[src/rtl/core/tfsr_pkg.sv]
package tfsr_pkg;

   localparam int unsigned COUNT_W = 8;
   localparam int unsigned DATA_W  = 16;

   localparam logic [COUNT_W-1:0] FRAME_LEN    = 8'd9;
   localparam logic [COUNT_W-1:0] BUFFER_BYTES = 8'd128;

   localparam logic [DATA_W-1:0] TIMEOUT_RESET = 16'd80;
   localparam logic [DATA_W-1:0] OFFSET_RESET  = 16'd0;

   typedef enum logic {
      ACT_BYTE = 1'b0,
      ACT_TICK = 1'b1
   } action_type;

   typedef enum logic {
      CSR_IDLE_TIMEOUT   = 1'b0,
      CSR_READING_OFFSET = 1'b1
   } csr_index_type;

   typedef struct packed {
      action_type action;
      logic [7:0] rx_byte;
   } req_type;

   typedef struct packed {
      logic               frame_good;
      logic [COUNT_W-1:0] byte_count;
      logic [DATA_W-1:0]  held_reading;
   } rsp_type;

endpackage

[src/rtl/core/timeout_framed_sensor_receiver.sv]
// timeout framed sensor receiver
// req channel: one word per received uart byte (action byte) or per 50 us
//    timer tick (action tick). bytes open a frame and restart the idle
//    counter; ticks advance it while a frame is open.
// rsp channel: one word per closed frame with the checksum verdict, the
//    saturated byte count and the held (offset compensated) reading.
// csr port: write enable, index and 16-bit data; index 0 is the idle
//    timeout in ticks, index 1 the signed reading offset.
// path: the word for the tick that closes a frame passes the input register
//    and then the result register before it shows on rsp.
// throughput: one req word per cycle unless rsp stalls; the checksum is
//    a running value so each word needs a single pass through the update logic.
// reset clears the frame state, the held reading and the csr registers
//    (timeout 80, offset 0) and empties both registers.
// when rsp_ready is low the result word holds; the input register still
//    takes one more word, then req_ready drops until the result is taken.
module timeout_framed_sensor_receiver (
   input  logic                     clock,
   input  logic                     reset,
   input  logic                     req_valid,
   output logic                     req_ready,
   input  tfsr_pkg::req_type        req_data,
   output logic                     rsp_valid,
   input  logic                     rsp_ready,
   output tfsr_pkg::rsp_type        rsp_data,
   input  logic                     csr_wr_en,
   input  tfsr_pkg::csr_index_type  csr_index,
   input  logic [15:0]              csr_wdata
);

   logic                               in_valid_ff, in_valid_in;
   tfsr_pkg::req_type                  in_ff, in_in;
   logic                               rsp_valid_ff, rsp_valid_in;
   tfsr_pkg::rsp_type                  rsp_ff, rsp_in;

   logic [tfsr_pkg::DATA_W-1:0]        timeout_ff, timeout_in;
   logic [tfsr_pkg::DATA_W-1:0]        offset_ff, offset_in;

   logic [tfsr_pkg::COUNT_W-1:0]       count_ff, count_in;
   logic [tfsr_pkg::DATA_W-1:0]        idle_ff, idle_in;
   logic                               open_ff, open_in;
   logic [tfsr_pkg::DATA_W-1:0]        reading_ff, reading_in;
   logic [7:0]                         chk_ff, chk_in;
   logic                               sum_ok_ff, sum_ok_in;
   logic [7:0]                         hi_ff, hi_in;
   logic [7:0]                         lo_ff, lo_in;

   logic                               fire;
   logic                               close;
   logic                               good;
   logic [tfsr_pkg::DATA_W-1:0]        idle_next;

   assign fire      = in_valid_ff && (!rsp_valid_ff || rsp_ready);
   assign req_ready = !in_valid_ff || fire;
   assign rsp_valid = rsp_valid_ff;
   assign rsp_data  = rsp_ff;
   assign idle_next = 16'(idle_ff + 16'd1);

   always_comb begin
      in_valid_in = in_valid_ff;
      in_in       = in_ff;
      if (req_valid && req_ready) begin
         in_valid_in = 1'b1;
         in_in       = req_data;
      end else if (fire) begin
         in_valid_in = 1'b0;
      end
   end

   always_comb begin
      timeout_in = timeout_ff;
      offset_in  = offset_ff;
      if (csr_wr_en) begin
         case (csr_index)
            tfsr_pkg::CSR_IDLE_TIMEOUT:   timeout_in = csr_wdata;
            tfsr_pkg::CSR_READING_OFFSET: offset_in  = csr_wdata;
            default: ;
         endcase
      end
   end

   always_comb begin
      count_in   = count_ff;
      idle_in    = idle_ff;
      open_in    = open_ff;
      reading_in = reading_ff;
      chk_in     = chk_ff;
      sum_ok_in  = sum_ok_ff;
      hi_in      = hi_ff;
      lo_in      = lo_ff;
      close      = 1'b0;
      good       = 1'b0;
      if (fire) begin
         if (in_ff.action == tfsr_pkg::ACT_BYTE) begin
            // running checksum over the first eight bytes, checked against the ninth
            if (count_ff == 8'd0) begin
               chk_in = in_ff.rx_byte;
            end else if (count_ff < 8'(tfsr_pkg::FRAME_LEN - 8'd1)) begin
               chk_in = 8'(chk_ff - in_ff.rx_byte);
            end
            if (count_ff == 8'(tfsr_pkg::FRAME_LEN - 8'd1)) begin
               sum_ok_in = (8'(chk_ff + 8'd1) == in_ff.rx_byte);
            end
            if (count_ff == 8'd2) begin
               hi_in = in_ff.rx_byte;
            end
            if (count_ff == 8'd3) begin
               lo_in = in_ff.rx_byte;
            end
            if (count_ff < tfsr_pkg::BUFFER_BYTES) begin
               count_in = 8'(count_ff + 8'd1);
            end
            idle_in = '0;
            open_in = 1'b1;
         end else if (!open_ff) begin
            idle_in = '0;
         end else if (idle_next < timeout_ff) begin
            idle_in = idle_next;
         end else begin
            close    = 1'b1;
            open_in  = 1'b0;
            idle_in  = '0;
            count_in = '0;
            good     = (count_ff >= tfsr_pkg::FRAME_LEN) && sum_ok_ff;
            if (good) begin
               reading_in = 16'({hi_ff, lo_ff} + offset_ff);
            end
         end
      end
   end

   always_comb begin
      rsp_valid_in = rsp_valid_ff;
      rsp_in       = rsp_ff;
      if (close) begin
         rsp_valid_in            = 1'b1;
         rsp_in.frame_good       = good;
         rsp_in.byte_count       = count_ff;
         rsp_in.held_reading     = reading_in;
      end else if (rsp_ready) begin
         rsp_valid_in = 1'b0;
      end
   end

   always_ff @(posedge clock) begin
      if (reset) begin
         in_valid_ff  <= 1'b0;
         rsp_valid_ff <= 1'b0;
         timeout_ff   <= tfsr_pkg::TIMEOUT_RESET;
         offset_ff    <= tfsr_pkg::OFFSET_RESET;
         count_ff     <= '0;
         idle_ff      <= '0;
         open_ff      <= 1'b0;
         reading_ff   <= '0;
      end else begin
         in_valid_ff  <= in_valid_in;
         rsp_valid_ff <= rsp_valid_in;
         timeout_ff   <= timeout_in;
         offset_ff    <= offset_in;
         count_ff     <= count_in;
         idle_ff      <= idle_in;
         open_ff      <= open_in;
         reading_ff   <= reading_in;
      end
   end

   always_ff @(posedge clock) begin
      in_ff     <= in_in;
      rsp_ff    <= rsp_in;
      chk_ff    <= chk_in;
      sum_ok_ff <= sum_ok_in;
      hi_ff     <= hi_in;
      lo_ff     <= lo_in;
   end

endmodule

[config.mk]
export PLATFORM = sky130hd
export DESIGN_NAME = timeout_framed_sensor_receiver
export DESIGN_NICKNAME = d
export VERILOG_FILES = /design/src/rtl/core/tfsr_pkg.sv /design/src/rtl/core/timeout_framed_sensor_receiver.sv
export SDC_FILE = /design/constraint.sdc
export NUM_CORES = 1
export LEC_CHECK = 0
export BUFFER_PORTS_ARGS = -buffer_cell sky130_fd_sc_hd__clkbuf_2
export CAP_MARGIN = 20
export CORE_ASPECT_RATIO = 1.1
export CORE_MARGIN = 5
export CORE_UTILIZATION = 30
export DETAILED_ROUTE_END_ITERATION = 16
export SKIP_CTS_REPAIR_TIMING = 1
export SLEW_MARGIN = 5
export SYNTH_ARGS = -nofsm -noshare
export SYNTH_HDL_FRONTEND = slang
export SYNTH_SLANG_ARGS = --single-unit
export TNS_END_PERCENT = 1
[constraint.sdc]
create_clock -name clock -period 3.7 [get_ports clock]
set_input_delay 0 -clock clock [delete_from_list [all_inputs] [get_ports clock]]
set_output_delay 0 -clock clock [all_outputs]
set_load 0.1 [all_outputs]
* Word-level counts from Yosys, hierarchy flattened *
Index checks and enable logic that the tools add are counted.

word-level totals
  bits in registers = 134
  logic and storage cells = 81

cells by class
  magnitude comparators = 4
  reduce and logical (&&, ||, !) cells = 20
  multiplexer cells = 25
  equality and inequality tests = 6
  add/subtract/negate cells = 5
  bitwise gates (word level) = 4

operators by type and width
  cell                                                               number
  2-to-1 mux 16 bit                                                  8
  2-to-1 mux 8 bit                                                   6
  adder 16 x 1 -> 16 bit, second input constant                      1
  adder 16 bit                                                       1
  adder 8 x 1 -> 8 bit, second input constant                        2
  equality test 8 x 2 -> 1 bit, second input constant                2
  < comparator 16 bit                                                1
  AND reduction 3 bit                                                4
  2-to-1 mux 1 bit                                                   11
  equality test 8 x 4 -> 1 bit, second input constant                1
  equality test 8 bit                                                1
  greater-or-equal comparator 8 x 4 -> 1 bit, second input constant  1
  zero test 8 bit                                                    1
  < comparator 8 x 4 -> 1 bit, second input constant                 1
  < comparator 8 bit, second input constant                          1
  nonzero test 2 bit                                                 4
  subtractor 8 bit                                                   1
  NOT 1 bit                                                          4
  AND reduction 2 bit                                                2
  AND reduction 4 bit                                                1
  OR reduction 4 bit                                                 1
  logical AND 1 bit                                                  3
  zero test 1 bit                                                    2
  logical OR 1 bit                                                   2
  other kinds (2)                                                    2

* Logic depth before layout (Yosys ltp) *
Gate-level depths: netlist of the first run.

  depth after elaboration = 7
  depth in mapped cells = 15

* Least setup slack after synthesis of the first run *
OpenSTA, ideal clock, no wires.

  path type = reg-to-reg
  start point = reg idle_ff[0] (netlist name)
  end point = reg rsp_ff (netlist bit rsp_data[11]), data pin
  setup slack = 0.392 ns
  buffers on the path = 1
  arrival = 3.173 ns
  cell stages (with the launch flop) = 16
  required time = 3.564 ns
  path through = dfxtp_1 > ha_1 > nand3_1 > nor2_1 > nand3_1 > and2_1 > or2_2 > ha_1 > and4_1 > nor4b_4 > a21oi_1 > a21bo_1 > inv_1 > buf_2 > nand4_1 > nand2_1

between the ends
  word-level cells in the longest chain between the ends = 6

RTL lines
  element                   RTL line                               RTL
  start: declaration        timeout_framed_sensor_receiver.sv:40   logic [tfsr_pkg::DATA_W-1:0] idle_ff, idle_in;
  start signal: assignment  timeout_framed_sensor_receiver.sv:161  idle_ff <= idle_in;
  adder 16 x 1 -> 16 bit    timeout_framed_sensor_receiver.sv:57   assign idle_next = 16'(idle_ff + 16'd1);
  < comparator 16 bit       timeout_framed_sensor_receiver.sv:117  end else if (idle_next < timeout_ff) begin
  2-to-1 mux 16 bit         timeout_framed_sensor_receiver.sv:117
  2-to-1 mux 16 bit         timeout_framed_sensor_receiver.sv:115  end else if (!open_ff) begin
  2-to-1 mux 16 bit         timeout_framed_sensor_receiver.sv:94   if (in_ff.action == tfsr_pkg::ACT_BYTE) begin
  2-to-1 mux 16 bit         timeout_framed_sensor_receiver.sv:93   if (fire) begin
  via reading_in, one bit   timeout_framed_sensor_receiver.sv:42   logic [tfsr_pkg::DATA_W-1:0] reading_ff, reading_in;
  end signal: assignment    timeout_framed_sensor_receiver.sv:169  rsp_ff <= rsp_in;
  end: declaration          timeout_framed_sensor_receiver.sv:34   tfsr_pkg::rsp_type rsp_ff, rsp_in;

The timed path passes the listed nets, and every way through them passes these cells.
A chain may end at the register's enable or synchronous reset.

* Worst setup path in the final report of the first run *
  start point = reg idle_ff[1] (netlist name)
  end point = reg rsp_ff (netlist bit rsp_data[12]), data pin

Same word-level chain as after synthesis.

==> metrics.csv, run 1 <==
metric,value,unit
track_usage,0.129,
place_hpwl,11800,µm
crit_type,reg2reg,
cp.required,3870,ps
dieArea,26300,µm²
end_kind,flip-flop,
timing.rr.start,idle_ff[1],
slowest_stage,dfxtp_1,
insertion_delay,430,ps
power_leakage,3.44,nW
start_kind,flip-flop,
syn_area,6950,µm²
wl,16700,µm
power.density,412,nW/µm²
timing.final.crit_period,3420,ps
hold_viol,0,
clock_path_buffers,2,
rsz0062_at_grt,no,
syn-num-nets,822,
drc,0,
finClkSkew,6.32,ps
cts_buffers,17,
ys_types,58,
io_buffers,57,
path_clk_slew,60,ps
grt_max_degree,37,
max_freq,292,MHz
final_net_count,911,
crit_path_start,idle_ff[1],
overflow,0,
tightest_slew,797,ps
post-place-cells,1086,
min_path_type,in2reg,
num_vias,5582,
instances_no_fill,1147,
cap_violations,0,
n_antenna_cell,0,
grt_pass1_vias,5292,
hold_ws,91.5,ps
r2r-end,rsp_data[12],
rows,58,
fp.dieH,170,µm
grt_pass1_wl,26700,µm
reg2reg_setup_slack,280,ps
first_iter_violations,272,
h-tree-depth,4,
wire_per_inst,14.5,µm
ir_worst_vdd,0.298,mV
synth_area_per_cell,9.32,µm²
cts.sinks,134,
antenna_found_initial,0,
yosys-top-cells-area,"edfxtp_1 26%, dfxtp_1 22%, ha_1 7.9%, a21oi_1 6.1%, nand2_1 6.1%",
fin_tns_setup,0,ps
hold_end,timeout_ff[2],
fp.dieW,155,µm
cts_tree,built,
firstDrtPassIters,7,
drv_slew,0,
cp_cell_sequence,"ha_2, nand3_1, nor2_2, nand3_1, and2_1, or2_2, ha_1, and4_1, nor4b_4, a21oi_1, a21bo_1, inv_2, nand2_1, inv_2, mux2_2",
timing.slew.headroom,0.461,
route.antenna.remaining_nets,0,
yosysSeqAreaShare,0.471,
cp_num_buf_inv,2,
gp_congestion,0.849,
min_path_cells,5,
cp.arrival,3590,ps
drive_gt1_frac,0.140,
cp_max_fo,5,
core-area,22900,µm²
yosys_warnings,0,
synth_edf_count,59,
synth_top_area_cell,edfxtp_1,
ios,58,
reg2reg_depth,15,
final_area,8470,µm²
ys.flop_type,dfxtp_1,
worstHoldStart,csr_index,
cp_top_family,simple AND/OR/NAND/NOR gates,
layout_worst_path_cycle_share,0.925,
finalSetupViolCount,0,
netlist_instances,745,
fillers,2313,
initial_core_util,0.304,
cp_num_cells,15,
synth_seq_cells,134,
critPathMaxStageDelay,370,ps
area.growth.synth_to_final,21.9,%
place_area,7590,µm²
clock_tree.root_cell,clkbuf_16,
drt-vias-per-instance,4.87,
status,finished clean,
async_reset_ff_frac,0,
yosys.area.top_type_share,0.255,
-- per-stage QoR --
| step | total power [mW] | utilization | setup slack (ps) |
|---|---|---|---|
| after global routing | 3.65 | 0.370 | 12.6 |
| after detailed placement | 1.89 | 0.332 | 140 |
| after CTS | 3.51 | 0.357 | 111 |
| after global placement | 1.88 | 0.332 | 210 |
| after floorplan | 1.81 | - | 392 |
| final | 3.49 | 0.370 | 279 |
-- registers in the layout, indices dropped and copies added, names as in the netlist, 9 cells and up --
register / flops
rsp_data: 25
idle_ff: 16
offset_ff: 16
reading_ff: 16
timeout_ff: 16
in_ff: 9
-- cells in the mapped netlist (all sizes together) (7+ instances only) --
cell	number
o211ai	11
xnor2	15
nand2b	10
and3	8
ha	44
nor3	9
edfxtp	59
a21oi	84
nand4	13
a32oi	8
clkbuf	21
nand2	112
nor2b	11
dfxtp	75
nor2	43
xor2	15
o21ai	36
inv	39
and2	9
or2	8
nand3	21
buf	7
a21o	9
a31oi	7
-- worst max-delay path by stage --
stage                          endpoint  slack, ps
final                      rsp_data[12]        280
after global routing      reading_ff[5]         10
after CTS                  rsp_data[12]        110
after detailed placement   rsp_data[12]        140
after global placement     rsp_data[12]        210
after floorplan            rsp_data[11]        390
-- final cells by class --
cell class / count / area (µm²) / area share
tap: 300 / 375 / 0.0443
clock buffer: 25 / 528 / 0.0624
multi-input combinational: 544 / 3410 / 0.403
timing repair buffer: 98 / 693 / 0.0819
inverter: 39 / 146 / 0.0173
sequential: 134 / 3270 / 0.387
clock inverter: 7 / 37.5 / 0.00443
-- kinds of logic (layout without fill, tap and decap cells) --
logic type	after synthesis	after routing	share of synthesized area
buf+inv	67	169	0.0382
simple gates	279	279	0.202
flops	134	134	0.471
mux	3	3	0.00486
xor+xnor	30	30	0.0378
compound gates	186	186	0.161
fa+ha+maj	46	46	0.0850
-- per-layer routing --
metal	wire [µm]	vias up	GRT usage	share of wire
met5	0	-	0	0
met4	291	0	0.0472	0.017
met3	753	19	0.0349	0.045
met2	7830	117	0.206	0.47
met1	7800	2595	0.167	0.47
li1	-	2851	-	-
-- cells in the final DEF (no fill, tap or decap), types with 9 or more instances in the layout --
cell / count
clkbuf_2: 57
edfxtp_1: 59
nand4_1: 13
xor2_1: 15
inv_1: 37
nand3_1: 21
dfxtp_1: 74
dlygate4sd3_1: 28
o21ai_0: 33
and2_1: 9
a21oi_1: 84
ha_1: 43
nor2b_1: 11
nand2b_1: 10
xnor2_1: 15
o211ai_1: 11
nor2_1: 42
clkbuf_16: 20
a21o_1: 9
nor3_1: 9
buf_4: 11
nand2_1: 112
-- power breakdown --
part | leakage [nW] | internal [mW] | switching (mW)
clock network | 0.288 | 0.985 | 0.628
registers | 1.19 | 1.58 | 0.0314
logic | 1.96 | 0.120 | 0.151
-- worst register-to-register path, delay by kind of cell, from the launching register on --
| kind | cells | cell delay, ps |
|---|---|---|
| and+or+nand+nor | 8 | 1380 |
| adders and majority gates | 2 | 480 |
| DFF | 1 | 370 |
| buffers and inverters | 2 | 270 |
| muxes | 1 | 350 |
| AOI/OAI and AO/OA | 2 | 330 |
No activity file was read; power rests on OpenSTA's default activity.
==> run 2, diff against run 1 <==
CAP_MARGIN = not set   (was 20)
clock period = 3.5 ns   (was 3.7 ns; I/O delays follow)
==> run 2 against run 1 <==
The flow now finishes with violations (negative hold slack); power grew 3.7%; clock skew grew 1.6 ps; routed wire length grew 0.10%; combinational power grew 6%; hold slack lost 140 ps; critical path depth shrank 2; worst setup slack lost 94 ps; clock power is essentially flat; register-to-register slack lost 90 ps; non-clock buffer count grew 3; maximum frequency grew 3.2%; count of clock-buffer cells in the layout grew 3; critical path type unchanged.
==> metrics.csv, run 2 (synthesis gave the netlist of run 1 again) <==
metric,value,unit,change
status,"complete, but fails checks",,
violations,negative hold slack,,
start_kind,flip-flop,,
core-area,22900,µm²,unchanged
hold_ws,-52.5,ps,-144 ps
finalSetupViolCount,0,,unchanged
critPathMaxStageDelay,540,ps,+170 ps
cp.arrival,3670,ps,+80 ps
initial_core_util,0.304,,unchanged
cp.required,3850,ps,-20 ps
tightest_slew,576,ps,-221 ps
fp.dieH,170,µm,unchanged
crit_top_cell,a21oi_1,,
area.growth.synth_to_final,22.0,%,
clock_path_buffers,2,,unchanged
cts.sinks,134,,unchanged
power_leakage,3.45,nW,+0.13%
place_area,7630,µm²,+0.49%
place_hpwl,12000,µm,+1.7%
h-tree-depth,4,,unchanged
instances_no_fill,1149,,+0.17%
drc,0,,unchanged
ff_latch_area,3270,µm²,unchanged
wire_per_inst,14.5,µm,about the same
ir_worst_vdd,0.332,mV,+11%
cts_tree,built,,
n_antenna_cell,0,,unchanged
slowest_stage,or4_4,,
cap_violations,0,,unchanged
final_area,8480,µm²,+0.12%
dieArea,26300,µm²,unchanged
firstDrtPassIters,5,,-2
multi_input_area,3420,µm²,+0.22%
layout_common_cells,"112 x nand2_1, 84 x a21oi_1, 74 x dfxtp_1, 59 x edfxtp_1, 57 x clkbuf_2",,
final_net_count,914,,+0.33%
power.density,427,nW/µm²,+3.6%
cp_max_fo,19,,+14
wl,16700,µm,+0.10%
first_iter_violations,368,,+35%
largest_register_ffs,25,,unchanged
rows,58,,unchanged
route.antenna.remaining_nets,0,,unchanged
gp_congestion,0.855,,+0.75%
end_kind,flip-flop,,
cp_cell_sequence,"buf_4, and4_4, nand4_1, and2_1, or2_2, ha_1, and4_1, nor4b_4, a21oi_1, a21bo_1, buf_6, or4_4, a21oi_1",,
fillers,2341,,+1.2%
path_clk_slew,60,ps,about the same
max_freq,302,MHz,+3.2%
cts_buffers,17,,unchanged
ios,58,,unchanged
timing.rr.start,idle_ff[0],,
drv_slew,0,,unchanged
timing.final.crit_period,3320,ps,-106 ps
finClkSkew,7.94,ps,+1.62 ps
track_usage,0.126,,-0.00259
fp.dieW,155,µm,unchanged
insertion_delay,420,ps,about the same
timing.slew.headroom,0.616,,+0.154
grt_pass1_wl,26300,µm,-1.8%
crit_path_start,idle_ff[0],,
rsz0062_at_grt,no,,
hold_viol,2,,+2
layout_worst_path_cycle_share,0.947,,+0.0226
grt_pass1_vias,5227,,-1.2%
grt_max_degree,31,,-16%
io_buffers,57,,unchanged
overflow,0,,unchanged
layout_commonest_cell,nand2_1,,
worstHoldStart,rsp_ready,,
crit_type,reg2reg,,
drive_gt1_frac,0.144,,+0.00320
min_path_type,in2reg,,
drt-vias-per-instance,4.91,,+0.79%
antenna_found_initial,0,,unchanged
clock_tree.root_cell,clkbuf_16,,
fin_tns_setup,0,ps,unchanged
num_vias,5636,,+0.97%
post-place-cells,1091,,+0.46%
## run 2: changes by cell type in the layout (fill, tap and decap cells not counted), moves of 2 or more
cell	delta
buf_4	+3
inv_4	-2
clkbuf_1	+3
dlygate4sd3_1	-2
clkinv_2	-2
buf_6	+2
## run 2: final timing paths
path,to,cells after the start,slack [ps]
worst max-delay path,reading_ff[5],13,180
worst max register to register,reading_ff[5],13,180
worst min register to register,timeout_ff[14],2,460
worst min-delay path,in_valid_ff,4,-50
## run 2: stage by stage
step	util	setup WS (ps)	power [mW]
2_1_floorplan	-	192	1.91
3_3_place_gp	0.334	186	1.99
3_5_place_dp	0.334	126	2.00
4_1_cts	0.357	85.3	3.64
5_1_grt	0.371	23.7	3.78
6_report	0.371	185	3.62
## run 2: critical path, delay by kind of cell, from the launching register on
| family | cells | cell delay (ps) |
|---|---|---|
| compound gates | 3 | 480 |
| fa+ha+maj | 1 | 300 |
| buf+inv | 2 | 310 |
| flops | 1 | 340 |
| simple gates | 7 | 1800 |
## run 2: final cells by class
type                       count  area share
clock buffer                  28      0.0623
inverter                      39      0.0173
multi-input combinational    544       0.403
clock inverter                 3     0.00177
tap                          300      0.0443
timing repair buffer         101      0.0847
sequential                   134       0.386
## run 2: where the power goes
part	internal [mW]	switching, mW	leakage [nW]
logic	0.128	0.161	1.98
registers	1.67	0.0314	1.19
clock network	1.02	0.620	0.269
## run 2: metal layers
layer / wire length (µm) / vias to the layer above / global-route usage
met2: 7680 / 123 / 0.202
li1: - / 2862 / -
met4: 336 / 0 / 0.0492
met5: 0 / - / 0
met1: 7920 / 2630 / 0.165
met3: 758 / 21 / 0.0291
==> run 3, diff against run 2 <==
CORE_MARGIN = 10   (was 5)
CORE_UTILIZATION = 53   (was 30)
PLACE_DENSITY = 0.72   (was not set)
==> run 3 against run 2 <==
The flow now finishes without violations; global-route usage rose by 6.0 points; cell count shrank 13%; largest power group is now clock; sequential share of layout area rose by 0.59 points; maximum frequency rose by 0.69%.
==> metrics.csv, run 3 (synthesis gave the netlist of run 1 again) <==
metric,value,unit,change
status,finished clean,,
n_antenna_cell,0,,unchanged
critPathMaxStageDelay,530,ps,about the same
clock_path_buffers,2,,unchanged
place_area,7400,µm²,-2.9%
layout_commonest_cell,nand2_1,,
track_usage,0.186,,+0.0596
crit_top_cell,a21oi_1,,
fp.dieW,129,µm,-17%
cap_violations,0,,unchanged
ir_worst_vdd,0.303,mV,-8.7%
grt_pass1_wl,27200,µm,+3.5%
final_area,8350,µm²,-1.5%
cp.arrival,3630,ps,-40 ps
fin_tns_setup,0,ps,unchanged
io_buffers,57,,unchanged
core-area,12800,µm²,-44%
area.growth.synth_to_final,20.2,%,
grt_max_degree,48,,+55%
place_hpwl,12000,µm,-0.17%
cts_buffers,17,,unchanged
final_net_count,911,,-0.33%
min_path_type,in2reg,,
route.antenna.remaining_nets,0,,unchanged
drive_gt1_frac,0.148,,+0.00388
hold_viol,0,,-2
layout_common_cells,"112 x nand2_1, 84 x a21oi_1, 74 x dfxtp_1, 59 x edfxtp_1, 57 x clkbuf_2",,
grt_pass1_vias,5647,,+8.0%
first_iter_violations,310,,-16%
initial_core_util,0.545,,+0.241
crit_type,reg2reg,,
rows,43,,-26%
post-place-cells,942,,-14%
timing.slew.headroom,0.335,,-0.281
overflow,0,,unchanged
h-tree-depth,4,,unchanged
path_clk_slew,60,ps,about the same
insertion_delay,420,ps,about the same
antenna_found_initial,0,,unchanged
p_total,3.85,mW,+6.2%
cts.sinks,134,,unchanged
cp_max_fo,19,,unchanged
num_vias,5789,,+2.7%
finalSetupViolCount,0,,unchanged
power_leakage,3.46,nW,+0.49%
dieArea,18100,µm²,-31%
cts_tree,built,,
timing.final.crit_period,3290,ps,-22.7 ps
end_kind,flip-flop,,
drc,0,,unchanged
cp_cell_sequence,"and4_4, nand4_1, buf_4, nor2_1, xor2_1, ha_1, and4_1, nor4b_4, a21oi_1, a21bo_2, buf_6, or4_4, a21oi_1",,
rsz0062_at_grt,no,,
cp.required,3830,ps,-20 ps
drv_slew,0,,unchanged
wire_per_inst,16.9,µm,+16%
power.density,461,nW/µm²,+7.9%
firstDrtPassIters,5,,unchanged
fp.dieH,140,µm,-17%
ios,58,,unchanged
layout_worst_path_cycle_share,0.941,,-0.00649
finClkSkew,8.46,ps,+0.518 ps
wl,16900,µm,+1.5%
slowest_stage,or4_4,,
gp_congestion,0.861,,+0.68%
clock_tree.root_cell,clkbuf_16,,
tightest_slew,997,ps,+421 ps
instances_no_fill,1004,,-13%
drt-vias-per-instance,5.77,,+18%
start_kind,flip-flop,,
max_freq,304,MHz,+0.69%
largest_register_ffs,25,,unchanged
cp_num_buf_inv,2,,unchanged
cp_top_family,simple AND/OR/NAND/NOR gates,,
[run 3: cell types whose count changed in the layout (fill, tap and decap cells not counted), sizes merged]
| cell | before | now |
|---|---|---|
| bufinv | 0 | 3 |
| dlygate4sd3 | 26 | 28 |
| clkinv | 3 | 5 |
| buf | 17 | 12 |
| clkbuf | 86 | 78 |
| clkinvlp | 0 | 2 |
| inv | 39 | 41 |
[run 3: where the power goes]
part           switching [mW]  total (mW)  internal (mW)
Sequential             0.0363        1.70           1.67
Clock                   0.676        1.85           1.17
Combinational           0.168       0.296          0.127
Total                   0.881        3.85           2.97
[run 3: final cells by class]
type	count	area (µm²)
clock inverters	12	149
inverters	39	146
multi-input cells	544	3420
repair buffers	98	697
well taps	157	196
flip-flops and latches	134	3270
clock buffers	20	467
fillers	1012	4400
[run 3: path summary, 6_finish.rpt]
kind	start	end	slack, ps	cells past startpoint
setup / recovery	idle_ff[2]	reading_ff[5]	210	13
hold / removal	csr_wr_en	timeout_ff[3]	20	4
setup reg to reg	idle_ff[2]	reading_ff[5]	210	13
hold reg to reg	timeout_ff[8]	timeout_ff[8]	460	2
[run 3: stage by stage]
| step | util | setup WS, ps | hold slack [ps] |
|---|---|---|---|
| after CTS | 0.629 | 40.1 | -261 |
| after global placement | 0.581 | 113 | 177 |
| after floorplan | - | 192 | 98.9 |
| after global routing | 0.655 | 1.14 | 72.3 |
| final | 0.655 | 207 | 24.5 |
| after detailed placement | 0.581 | 69.5 | 179 |
[run 3: worst reg2reg max path: stages, from the launching register on]
cell	delay [ps]
dfxtp_1	430
and4_4	270
nand4_1	120
buf_4	170
nor2_1	140
xor2_1	110
ha_1	330
and4_1	220
nor4b_4	220
a21oi_1	100
a21bo_2	240
buf_6	170
or4_4	540
a21oi_1	150
[run 3: per-layer routing]
metal  vias up  part of all wire  wire length (µm)  GRT usage
met4         0             0.019               326     0.0749
met5         -                 0                 0          0
li1       2854                 -                 -          -
met1      2766              0.43              7360      0.220
met2       138              0.50              8550      0.310
met3        31             0.042               706     0.0495
